**config.mk**
```make
export PLATFORM = sky130hd
export DESIGN_NAME = wheel_speed_pi_feedforward_core
export DESIGN_NICKNAME = d
export VERILOG_FILES = /design/src/wspf_pkg.sv /design/src/wspf_useq.sv /design/src/wspf_dpath.sv /design/src/wheel_speed_pi_feedforward_core.sv
export SDC_FILE = /design/constraint.sdc
export NUM_CORES = 2
export LEC_CHECK = 0
export BUFFER_PORTS_ARGS = -buffer_cell sky130_fd_sc_hd__buf_2
export CORE_MARGIN = 1.5
export CORE_UTILIZATION = 43
export DETAILED_ROUTE_END_ITERATION = 6
export REMOVE_ABC_BUFFERS = 1
export SKIP_LAST_GASP = 1
export SYNTH_ARGS = -nofsm -noshare
export SYNTH_HDL_FRONTEND = slang
export SYNTH_SLANG_ARGS = --single-unit
```
**constraint.sdc**
```tcl
create_clock -name clock -period 13.51 [get_ports clock]
set_clock_uncertainty 0.1 [all_clocks]
set_input_delay 2.0265 -clock clock [delete_from_list [all_inputs] [get_ports clock]]
set_output_delay 2.0265 -clock clock [all_outputs]
set_load 0.01 [all_outputs]
```
**src/wspf_pkg.sv**
```systemverilog
// ----------------------------------------------------------------------------
// wspf_pkg
// Types, register indexes and the microprogram of the wheel speed controller.
// ----------------------------------------------------------------------------
package wspf_pkg;

   localparam int SPEED_W = 16;
   localparam int ERR_W   = SPEED_W + 1;
   localparam int TICK_W  = 16;
   localparam int DUTY_W  = 16;
   localparam int REG_W   = 32;
   localparam int SLEW_W  = 31;
   localparam int PROD_W  = 2 * REG_W;
   localparam int BOUND_W = SLEW_W + TICK_W - 18;
   localparam int CSR_IDX_W = 3;
   localparam int STEP_W  = 3;

   typedef logic [CSR_IDX_W-1:0] csr_idx_type;
   localparam csr_idx_type CSR_FF_GAIN    = 3'd0;
   localparam csr_idx_type CSR_FF_OFFSET  = 3'd1;
   localparam csr_idx_type CSR_P_GAIN     = 3'd2;
   localparam csr_idx_type CSR_I_GAIN     = 3'd3;
   localparam csr_idx_type CSR_I_FLOOR    = 3'd4;
   localparam csr_idx_type CSR_I_CEILING  = 3'd5;
   localparam csr_idx_type CSR_SLEW_RATE  = 3'd6;

   typedef struct packed {
      logic signed [REG_W-1:0] ff_gain;
      logic signed [REG_W-1:0] ff_offset;
      logic signed [REG_W-1:0] p_gain;
      logic signed [REG_W-1:0] i_gain;
      logic signed [REG_W-1:0] i_floor;
      logic signed [REG_W-1:0] i_ceiling;
      logic [SLEW_W-1:0]       slew_rate;
   } cfg_type;

   typedef logic [STEP_W-1:0] step_type;

   typedef enum logic [2:0] {
      A_FF_GAIN, A_P_GAIN, A_I_GAIN, A_SLEW, A_ERROR
   } a_sel_type;

   typedef enum logic [1:0] {
      B_TARGET, B_ERROR, B_ACCUM, B_TICK
   } b_sel_type;

   typedef enum logic [1:0] {
      SUM_HOLD, SUM_OFFSET, SUM_ADD_X16, SUM_ADD
   } sum_op_type;

   typedef struct packed {
      a_sel_type  a_sel;
      b_sel_type  b_sel;
      sum_op_type sum_op;
      logic       acc_update;
      logic       duty_raw;
      logic       finish_ok;
      logic       finish_bad;
      logic       jump_tick_zero;
      step_type   jump_to;
   } ctl_word_type;

   localparam ctl_word_type CTL_NOP = '{
      a_sel: A_FF_GAIN, b_sel: B_TARGET, sum_op: SUM_HOLD, acc_update: 1'b0,
      duty_raw: 1'b0, finish_ok: 1'b0, finish_bad: 1'b0, jump_tick_zero: 1'b0,
      jump_to: '0};

   localparam step_type STEP_BAD = 3'd7;

   // Microprogram: one product per step, accumulated in the step after.
   function automatic ctl_word_type ucode(input step_type step);
      ctl_word_type w;
      w = CTL_NOP;
      case (step)
         3'd0: begin
            w.a_sel = A_ERROR;    w.b_sel = B_TICK;
            w.jump_tick_zero = 1'b1; w.jump_to = STEP_BAD;
         end
         3'd1: begin
            w.a_sel = A_FF_GAIN;  w.b_sel = B_TARGET;
            w.acc_update = 1'b1;  w.sum_op = SUM_OFFSET;
         end
         3'd2: begin
            w.a_sel = A_P_GAIN;   w.b_sel = B_ERROR;  w.sum_op = SUM_ADD_X16;
         end
         3'd3: begin
            w.a_sel = A_I_GAIN;   w.b_sel = B_ACCUM;  w.sum_op = SUM_ADD_X16;
         end
         3'd4: begin
            w.a_sel = A_SLEW;     w.b_sel = B_TICK;   w.sum_op = SUM_ADD;
         end
         3'd5: w.duty_raw = 1'b1;
         3'd6: w.finish_ok = 1'b1;
         3'd7: w.finish_bad = 1'b1;
         default: w = CTL_NOP;
      endcase
      return w;
   endfunction

endpackage

```
**src/wspf_useq.sv**
```systemverilog
// ----------------------------------------------------------------------------
// wspf_useq
// Step counter and microcode fetch; one control word per cycle unless stalled.
// ----------------------------------------------------------------------------
module wspf_useq
   import wspf_pkg::*;
(
   input  logic         clock,
   input  logic         reset,
   input  logic         start,
   input  logic         tick_zero,
   input  logic         out_stall,
   output logic         busy,
   output ctl_word_type ctl
);

   logic         busy_ff, busy_in;
   step_type     step_ff, step_in;
   ctl_word_type word;
   logic         finishing;

   always_comb begin
      word      = ucode(step_ff);
      finishing = word.finish_ok | word.finish_bad;
      busy_in   = busy_ff;
      step_in   = step_ff;
      ctl       = CTL_NOP;
      if (!busy_ff) begin
         if (start) begin
            busy_in = 1'b1;
            step_in = '0;
         end
      end else if (finishing) begin
         // hold the last step while the result slot is still occupied
         if (!out_stall) begin
            ctl     = word;
            busy_in = 1'b0;
            step_in = '0;
         end
      end else begin
         ctl = word;
         if (word.jump_tick_zero && tick_zero) begin
            step_in = word.jump_to;
         end else begin
            step_in = step_ff + 1'b1;
         end
      end
   end

   always_ff @(posedge clock) begin
      if (reset) begin
         busy_ff <= 1'b0;
         step_ff <= '0;
      end else begin
         busy_ff <= busy_in;
         step_ff <= step_in;
      end
   end

   assign busy = busy_ff;

endmodule

```
**src/wspf_dpath.sv**
```systemverilog
// ----------------------------------------------------------------------------
// wspf_dpath
// Operand registers, shared 32x32 multiplier, Q.32 sum, accumulator and slew.
// ----------------------------------------------------------------------------
module wspf_dpath
   import wspf_pkg::*;
#(
   parameter int DUTY_FLOOR   = -16384,
   parameter int DUTY_CEILING = 16384
)
(
   input  logic                      clock,
   input  logic                      reset,
   input  logic                      start,
   input  logic signed [SPEED_W-1:0] target_speed,
   input  logic signed [SPEED_W-1:0] measured_speed,
   input  logic [TICK_W-1:0]         tick_length,
   input  cfg_type                   cfg,
   input  ctl_word_type              ctl,
   output logic                      tick_zero,
   output logic                      done,
   output logic signed [DUTY_W-1:0]  res_duty,
   output logic                      res_status,
   output logic signed [DUTY_W-1:0]  prev_duty
);

   localparam logic signed [PROD_W-1:0] FLOOR_W = PROD_W'(DUTY_FLOOR);
   localparam logic signed [PROD_W-1:0] CEIL_W  = PROD_W'(DUTY_CEILING);

   logic signed [SPEED_W-1:0] tgt_ff, meas_ff;
   logic [TICK_W-1:0]         tick_ff;
   logic signed [ERR_W-1:0]   err_ff, err_in;
   logic signed [PROD_W-1:0]  prod_ff, sum_ff, sum_in;
   logic signed [REG_W-1:0]   acc_ff, acc_in;
   logic signed [DUTY_W-1:0]  prev_ff, prev_in;
   logic signed [DUTY_W-1:0]  raw_ff, raw_in;
   logic [BOUND_W-1:0]        bound_ff, bound_in;

   logic signed [REG_W-1:0]   mul_a, mul_b;
   logic signed [PROD_W-1:0]  inc_full, ofs_term, braked, q, q_clamp, bound_full;
   logic signed [REG_W+1:0]   acc_sum;
   logic signed [REG_W-1:0]   acc_sat;
   logic signed [BOUND_W:0]   delta, bound_s;
   logic signed [DUTY_W-1:0]  slewed;
   logic                      tgt_zero;

   assign err_in    = {target_speed[SPEED_W-1], target_speed}
                    - {measured_speed[SPEED_W-1], measured_speed};
   assign tick_zero = (tick_ff == '0);
   assign tgt_zero  = (tgt_ff == '0);

   always_comb begin
      case (ctl.a_sel)
         A_FF_GAIN: mul_a = cfg.ff_gain;
         A_P_GAIN:  mul_a = cfg.p_gain;
         A_I_GAIN:  mul_a = cfg.i_gain;
         A_SLEW:    mul_a = $signed({1'b0, cfg.slew_rate});
         A_ERROR:   mul_a = REG_W'(err_ff);
         default:   mul_a = '0;
      endcase
      case (ctl.b_sel)
         B_TARGET: mul_b = REG_W'(tgt_ff);
         B_ERROR:  mul_b = REG_W'(err_ff);
         B_ACCUM:  mul_b = acc_ff;
         B_TICK:   mul_b = $signed({{(REG_W-TICK_W){1'b0}}, tick_ff});
         default:  mul_b = '0;
      endcase
   end

   // accumulator: floor shift, 32-bit saturate, window clamp, zero on target 0
   always_comb begin
      inc_full = prod_ff >>> 12;
      acc_sum  = {{2{acc_ff[REG_W-1]}}, acc_ff} + inc_full[REG_W+1:0];
      if (acc_sum[REG_W+1:REG_W-1] == 3'b000 || acc_sum[REG_W+1:REG_W-1] == 3'b111) begin
         acc_sat = acc_sum[REG_W-1:0];
      end else begin
         acc_sat = {acc_sum[REG_W+1], {(REG_W-1){~acc_sum[REG_W+1]}}};
      end
      acc_in = acc_ff;
      if (ctl.acc_update) begin
         if (tgt_zero) begin
            acc_in = '0;
         end else if (acc_sat < cfg.i_floor) begin
            acc_in = cfg.i_floor;
         end else if (acc_sat > cfg.i_ceiling) begin
            acc_in = cfg.i_ceiling;
         end else begin
            acc_in = acc_sat;
         end
      end
   end

   always_comb begin
      ofs_term = {{16{cfg.ff_offset[REG_W-1]}}, cfg.ff_offset, 16'b0};
      case (ctl.sum_op)
         SUM_OFFSET: begin
            if (tgt_zero) sum_in = '0;
            else if (tgt_ff[SPEED_W-1]) sum_in = -ofs_term;
            else sum_in = ofs_term;
         end
         SUM_ADD_X16: sum_in = sum_ff + (prod_ff <<< 4);
         SUM_ADD:     sum_in = sum_ff + prod_ff;
         default:     sum_in = sum_ff;
      endcase
   end

   // stop braking, Q.32 to Q2.14, duty clamp, slew bound
   always_comb begin
      braked = sum_ff;
      if (tgt_zero) begin
         if (meas_ff > 0 && sum_ff > 0) braked = '0;
         else if (meas_ff < 0 && sum_ff < 0) braked = '0;
      end
      q = braked >>> 18;
      if (q < FLOOR_W) q_clamp = FLOOR_W;
      else if (q > CEIL_W) q_clamp = CEIL_W;
      else q_clamp = q;
      bound_full = prod_ff >>> 18;
      raw_in   = ctl.duty_raw ? q_clamp[DUTY_W-1:0] : raw_ff;
      bound_in = ctl.duty_raw ? bound_full[BOUND_W-1:0] : bound_ff;
   end

   always_comb begin
      delta   = (BOUND_W+1)'(raw_ff) - (BOUND_W+1)'(prev_ff);
      bound_s = $signed({1'b0, bound_ff});
      if (delta > bound_s) begin
         slewed = prev_ff + $signed(bound_ff[DUTY_W-1:0]);
      end else if (delta < -bound_s) begin
         slewed = prev_ff - $signed(bound_ff[DUTY_W-1:0]);
      end else begin
         slewed = raw_ff;
      end
      prev_in    = ctl.finish_ok ? slewed : prev_ff;
      done       = ctl.finish_ok | ctl.finish_bad;
      res_duty   = ctl.finish_ok ? slewed : prev_ff;
      res_status = ctl.finish_bad;
   end

   always_ff @(posedge clock) begin
      if (start) begin
         tgt_ff  <= target_speed;
         meas_ff <= measured_speed;
         tick_ff <= tick_length;
         err_ff  <= err_in;
      end
      prod_ff  <= mul_a * mul_b;
      sum_ff   <= sum_in;
      raw_ff   <= raw_in;
      bound_ff <= bound_in;
   end

   always_ff @(posedge clock) begin
      if (reset) begin
         acc_ff  <= '0;
         prev_ff <= '0;
      end else begin
         acc_ff  <= acc_in;
         prev_ff <= prev_in;
      end
   end

   assign prev_duty = prev_ff;

endmodule

```
**src/wheel_speed_pi_feedforward_core.sv**
```systemverilog
// ----------------------------------------------------------------------------
// wheel_speed_pi_feedforward_core
// Feedforward plus PI wheel speed controller with anti-windup, stop braking
// and slew limiting, run by a microcoded sequencer over one shared multiplier.
// ----------------------------------------------------------------------------
// Each request runs microcode steps 0 to 6 (0 then 7 for zero tick length);
// no request is taken while the sequencer runs these seven microcode steps,
// which share the single 32x32 multiplier.
// A new request is accepted while the previous result waits on rsp_ready.
// Reset (synchronous): clears config registers, accumulator and last duty.
// ----------------------------------------------------------------------------
module wheel_speed_pi_feedforward_core
   import wspf_pkg::*;
#(
   parameter int DUTY_FLOOR   = -16384,
   parameter int DUTY_CEILING = 16384
)
(
   input  logic                      clock,
   input  logic                      reset,
   input  logic                      req_valid,
   output logic                      req_ready,
   input  logic signed [SPEED_W-1:0] req_target_speed,
   input  logic signed [SPEED_W-1:0] req_measured_speed,
   input  logic [TICK_W-1:0]         req_tick_length,
   output logic                      rsp_valid,
   input  logic                      rsp_ready,
   output logic signed [DUTY_W-1:0]  rsp_duty,
   output logic                      rsp_status,
   input  logic                      csr_valid,
   output logic                      csr_ready,
   input  logic [CSR_IDX_W-1:0]      csr_index,
   input  logic [REG_W-1:0]          csr_data
);

   cfg_type                  cfg_ff, cfg_in;
   logic                     rsp_valid_ff, rsp_valid_in;
   logic signed [DUTY_W-1:0] rsp_duty_ff;
   logic                     rsp_status_ff;

   logic                     start, busy, tick_zero, out_stall, done, res_status;
   logic signed [DUTY_W-1:0] res_duty, prev_duty;
   ctl_word_type             ctl;

   assign csr_ready = 1'b1;
   assign req_ready = ~busy;
   assign start     = req_valid & ~busy;
   assign out_stall = rsp_valid_ff & ~rsp_ready;

   always_comb begin
      cfg_in = cfg_ff;
      if (csr_valid) begin
         case (csr_index)
            CSR_FF_GAIN:   cfg_in.ff_gain   = csr_data;
            CSR_FF_OFFSET: cfg_in.ff_offset = csr_data;
            CSR_P_GAIN:    cfg_in.p_gain    = csr_data;
            CSR_I_GAIN:    cfg_in.i_gain    = csr_data;
            CSR_I_FLOOR:   cfg_in.i_floor   = csr_data;
            CSR_I_CEILING: cfg_in.i_ceiling = csr_data;
            CSR_SLEW_RATE: cfg_in.slew_rate = csr_data[SLEW_W-1:0];
            default:       cfg_in = cfg_ff;
         endcase
      end
   end

   always_ff @(posedge clock) begin
      if (reset) begin
         cfg_ff <= '0;
      end else begin
         cfg_ff <= cfg_in;
      end
   end

   wspf_useq u_useq (
      .clock     (clock),
      .reset     (reset),
      .start     (start),
      .tick_zero (tick_zero),
      .out_stall (out_stall),
      .busy      (busy),
      .ctl       (ctl)
   );

   wspf_dpath #(
      .DUTY_FLOOR   (DUTY_FLOOR),
      .DUTY_CEILING (DUTY_CEILING)
   ) u_dpath (
      .clock          (clock),
      .reset          (reset),
      .start          (start),
      .target_speed   (req_target_speed),
      .measured_speed (req_measured_speed),
      .tick_length    (req_tick_length),
      .cfg            (cfg_ff),
      .ctl            (ctl),
      .tick_zero      (tick_zero),
      .done           (done),
      .res_duty       (res_duty),
      .res_status     (res_status),
      .prev_duty      (prev_duty)
   );

   assign rsp_valid_in = done | out_stall;

   always_ff @(posedge clock) begin
      if (reset) begin
         rsp_valid_ff <= 1'b0;
      end else begin
         rsp_valid_ff <= rsp_valid_in;
      end
   end

   always_ff @(posedge clock) begin
      if (done) begin
         rsp_duty_ff   <= res_duty;
         rsp_status_ff <= res_status;
      end
   end

   assign rsp_valid  = rsp_valid_ff;
   assign rsp_duty   = rsp_duty_ff;
   assign rsp_status = rsp_status_ff;

   a_accept_starts_program: assert property (@(posedge clock) disable iff (reset)
      req_valid && req_ready |=> busy)
      else $error("request accepted but sequencer not running");

   a_invalid_repeats_duty: assert property (@(posedge clock) disable iff (reset)
      rsp_valid && rsp_status |-> rsp_duty == prev_duty)
      else $error("invalid result does not repeat the last duty");

   a_duty_in_range: assert property (@(posedge clock) disable iff (reset)
      rsp_valid |-> ($signed(rsp_duty) >= DUTY_FLOOR && $signed(rsp_duty) <= DUTY_CEILING))
      else $error("duty outside the output limits");

   a_no_result_overwrite: assert property (@(posedge clock) disable iff (reset)
      done |-> !(rsp_valid && !rsp_ready))
      else $error("result overwritten while still pending");

endmodule
```
==> reports/results.ini <==
[outcome]
status = complete, no violations

[final_layout]
fill_cells = 15900
seq_area_sq_mm = 0.0125
mostFrequentLayoutCell = nand2_1
multiInputGateArea_sq_mm = 0.0527
antenna_cells = 0
areaGrowthSynthToFinish_pct = 8.01
mostFrequentLayoutCells = 1,240 x nand2_1, 1,199 x inv_1, 1,089 x fa_1, 774 x nor2_1
final_nets = 9868
drive_gt1_share_pct = 6.34

[timing]
worst_pin_slew_ns = 1.23
rsz0062_at_grt = false
fin_setup_tns_ns = 0
finalCritPeriodShare_pct = 91.5
relSlewSlack_pct = 18.3
finalSetupViolCount = 0
fmax_mhz = 80.9
final_max_slew_viol_count = 0
hold_violations = 0
period_needed_ns = 12.36

[cts]
clkSlewWorstSetupHoldPaths_ns = 0.06
cts_max_level = 3
clockBufferDepth = 3
postCtsHoldBufs = 0
cts_sinks = 531
insertion_delay_ns = 0.68
ctsRootBufferMaster = clkbuf_16
cts_tree = done
cts_resized = 0
cts-buffers-inserted = 66
post_cts_buffers = 0

[floorplanning]
ios = 108
core_area_sq_mm = 0.163
dieArea_sq_mm = 0.168
row_count = 148
start_util_pct = 43.5
die_y_um = 409
fp.dieW_um = 409

[setup_path]
cp-startpoint = u_useq.step_ff[0]$_SDFFE_PP0P_
worst_path_most_repeated_cell = fa_1
cp_slowest_stage_delay_ns = 0.87
crit_path_start_kind = flip-flop
worstSetupPathType = reg2reg
end_kind = flip-flop
r2r_end = u_dpath.prod_ff[56]$_DFF_P_
reg2regPathDepth = 35
ff2ff_setup_slack_ns = 1.15
crit_required_ns = 13.99
cpMaxStageDelayCell = nor3b_1
reg2reg_from = u_useq.step_ff[0]$_SDFFE_PP0P_
crit_arrival_ns = 12.84
critPathMaxFanout = 17

[global_route]
gr-usage-all-layers_pct = 30.8
grt_antenna_before_repair = 9
grt_pass1_wl_mm = 389
overflow = 0
grt_max_degree = 91
grt_pass1_vias = 61300

[yosys]
yosysSeqAreaShare_pct = 17.7
synth-edff-count = 191
ys_ff_latch = 531
avgSynthCellArea_sq_um = 8.65
synth_top_area_cell = fa_1
ys_types = 84
netlist_instances = 8208
synth_top_area_share_pct = 30.7
yosys_warnings = 0
ys.flop_type = dfxtp_1
ys_async_sr_fraction_pct = 0
yosys-top-cells-area = fa_1 31%, dfxtp_1 9.6%, ha_1 9.3%, edfxtp_1 8.1%, nand2_1 6.6%
syn_area_sq_mm = 0.0710

[run]
drv_cap = 0

[drt]
final_antenna_net_count = 0
drc = 0
routed_wl_mm = 259
viasPerCell = 5.75
wl_per_cell_um = 24.9
num_vias = 59700
drt_pre_antenna_iters = 6
drtIter0Drc = 5484

[worst_hold_path]
worstHoldPathType = reg2reg
holdPathStages = 2
hold_path.startpoint = cfg_ff[148]$_SDFFE_PP0P_
min_to = cfg_ff[148]$_SDFFE_PP0P_

[placement]
routabilityCongestion = 0.997
hpwlAfterDp_mm = 207
portBuffers = 106

-- stage by stage --
step           cells  utilization (%)  hold WS (ns)  area (sq um)  setup slack (ns)
2_1_floorplan   7811                -         0.330         69500            0.0912
3_3_place_gp   10300             45.5         0.341         74400             0.885
3_5_place_dp   10300             45.5         0.346         74400             0.751
4_1_cts        10400             46.9         0.354         76700              1.43
5_1_grt        10400             46.9         0.370         76700             0.798
6_report       10400             46.9         0.354         76700              1.15
-- routing by layer --
layer / global-route usage [%] / wire length, um
met5: 0 / 35
met4: 14.7 / 14400
met3: 5.44 / 21500
met2: 49.5 / 118000
met1: 40.2 / 105000
-- cell usage after synthesis (53+ instances only) --
cell and count:
o221ai_1 56, nor3_1 71, o21ai_0 214, nand3_1 103, a22oi_1 53, ha_1 529, xor2_1 95, inv_1 1199
xnor2_1 197, a21oi_1 554, edfxtp_1 191, nor2b_1 62, nand2_1 1242, clkbuf_1 379, dfxtp_1 340, fa_1 1089
nor2_1 780, a21o_1 216, nand4_1 73
-- worst max-delay path by stage --
stage                                  endpoint  slack (ns)  depth (start not counted)
global route        u_dpath.prod_ff[61]$_DFF_P_        0.80                         32
floorplan           u_dpath.prod_ff[56]$_DFF_P_        0.09                         31
CTS                 u_dpath.prod_ff[56]$_DFF_P_        1.43                         35
detailed placement  u_dpath.prod_ff[56]$_DFF_P_        0.75                         34
finish              u_dpath.prod_ff[56]$_DFF_P_        1.15                         35
global placement    u_dpath.prod_ff[56]$_DFF_P_        0.89                         34
-- area by class of cell --
| class | count | area share, % |
|---|---|---|
| Multi-Input combinational cell | 6079 | 68.8 |
| Clock buffer | 86 | 2.37 |
| Tap cell | 2175 | 3.55 |
| Sequential cell | 531 | 16.4 |
| Inverter | 1201 | 5.88 |
| Timing Repair Buffer | 283 | 2.45 |
| Clock inverter | 33 | 0.627 |
-- worst max-delay path: cells and delay by family, from the launching register on --
kind                     cells  cell delay, ns
adder cells (fa/ha/maj)     10            4.92
XOR/XNOR                     1            0.17
AO/OA/AOI/OAI               10            2.96
flip-flops                   1            0.42
buffers and inverters        5            0.72
AND/OR/NAND/NOR              9            2.96
-- logic make-up (layout without fill, tap and decap cells) --
kind of cell / Yosys count / count (layout) / synth area share [%]
xor+xnor: 292 / 292 / 3.60
buf+inv: 1598 / 1603 / 8.47
simple gates: 2602 / 2602 / 15.7
mux: 88 / 88 / 1.31
fa+ha+maj: 1618 / 1618 / 40.0
other cells: 1 / 1 / 0.00528
flops: 531 / 531 / 17.7
compound gates: 1478 / 1478 / 13.2
-- flip-flops by register name (all words and copies together) (netlist names) --
| register | count |
|---|---|
| cfg_ff | 223 |
| rsp_duty | 16 |
| rsp_status | 1 |
| rsp_valid | 1 |
| u_dpath.acc_ff | 32 |
| u_dpath.bound_ff | 29 |
| u_dpath.err_ff | 17 |
| u_dpath.meas_ff | 16 |
| u_dpath.prev_duty | 16 |
| u_dpath.prod_ff | 64 |
| u_dpath.raw_ff | 16 |
| u_dpath.sum_ff | 64 |
| u_dpath.tgt_ff | 16 |
| u_dpath.tick_ff | 16 |
| u_useq.busy | 1 |
| u_useq.step_ff | 3 |
Power is not shown: default switching activity piles up to over one toggle a cycle in this logic, so the estimate is an artifact.
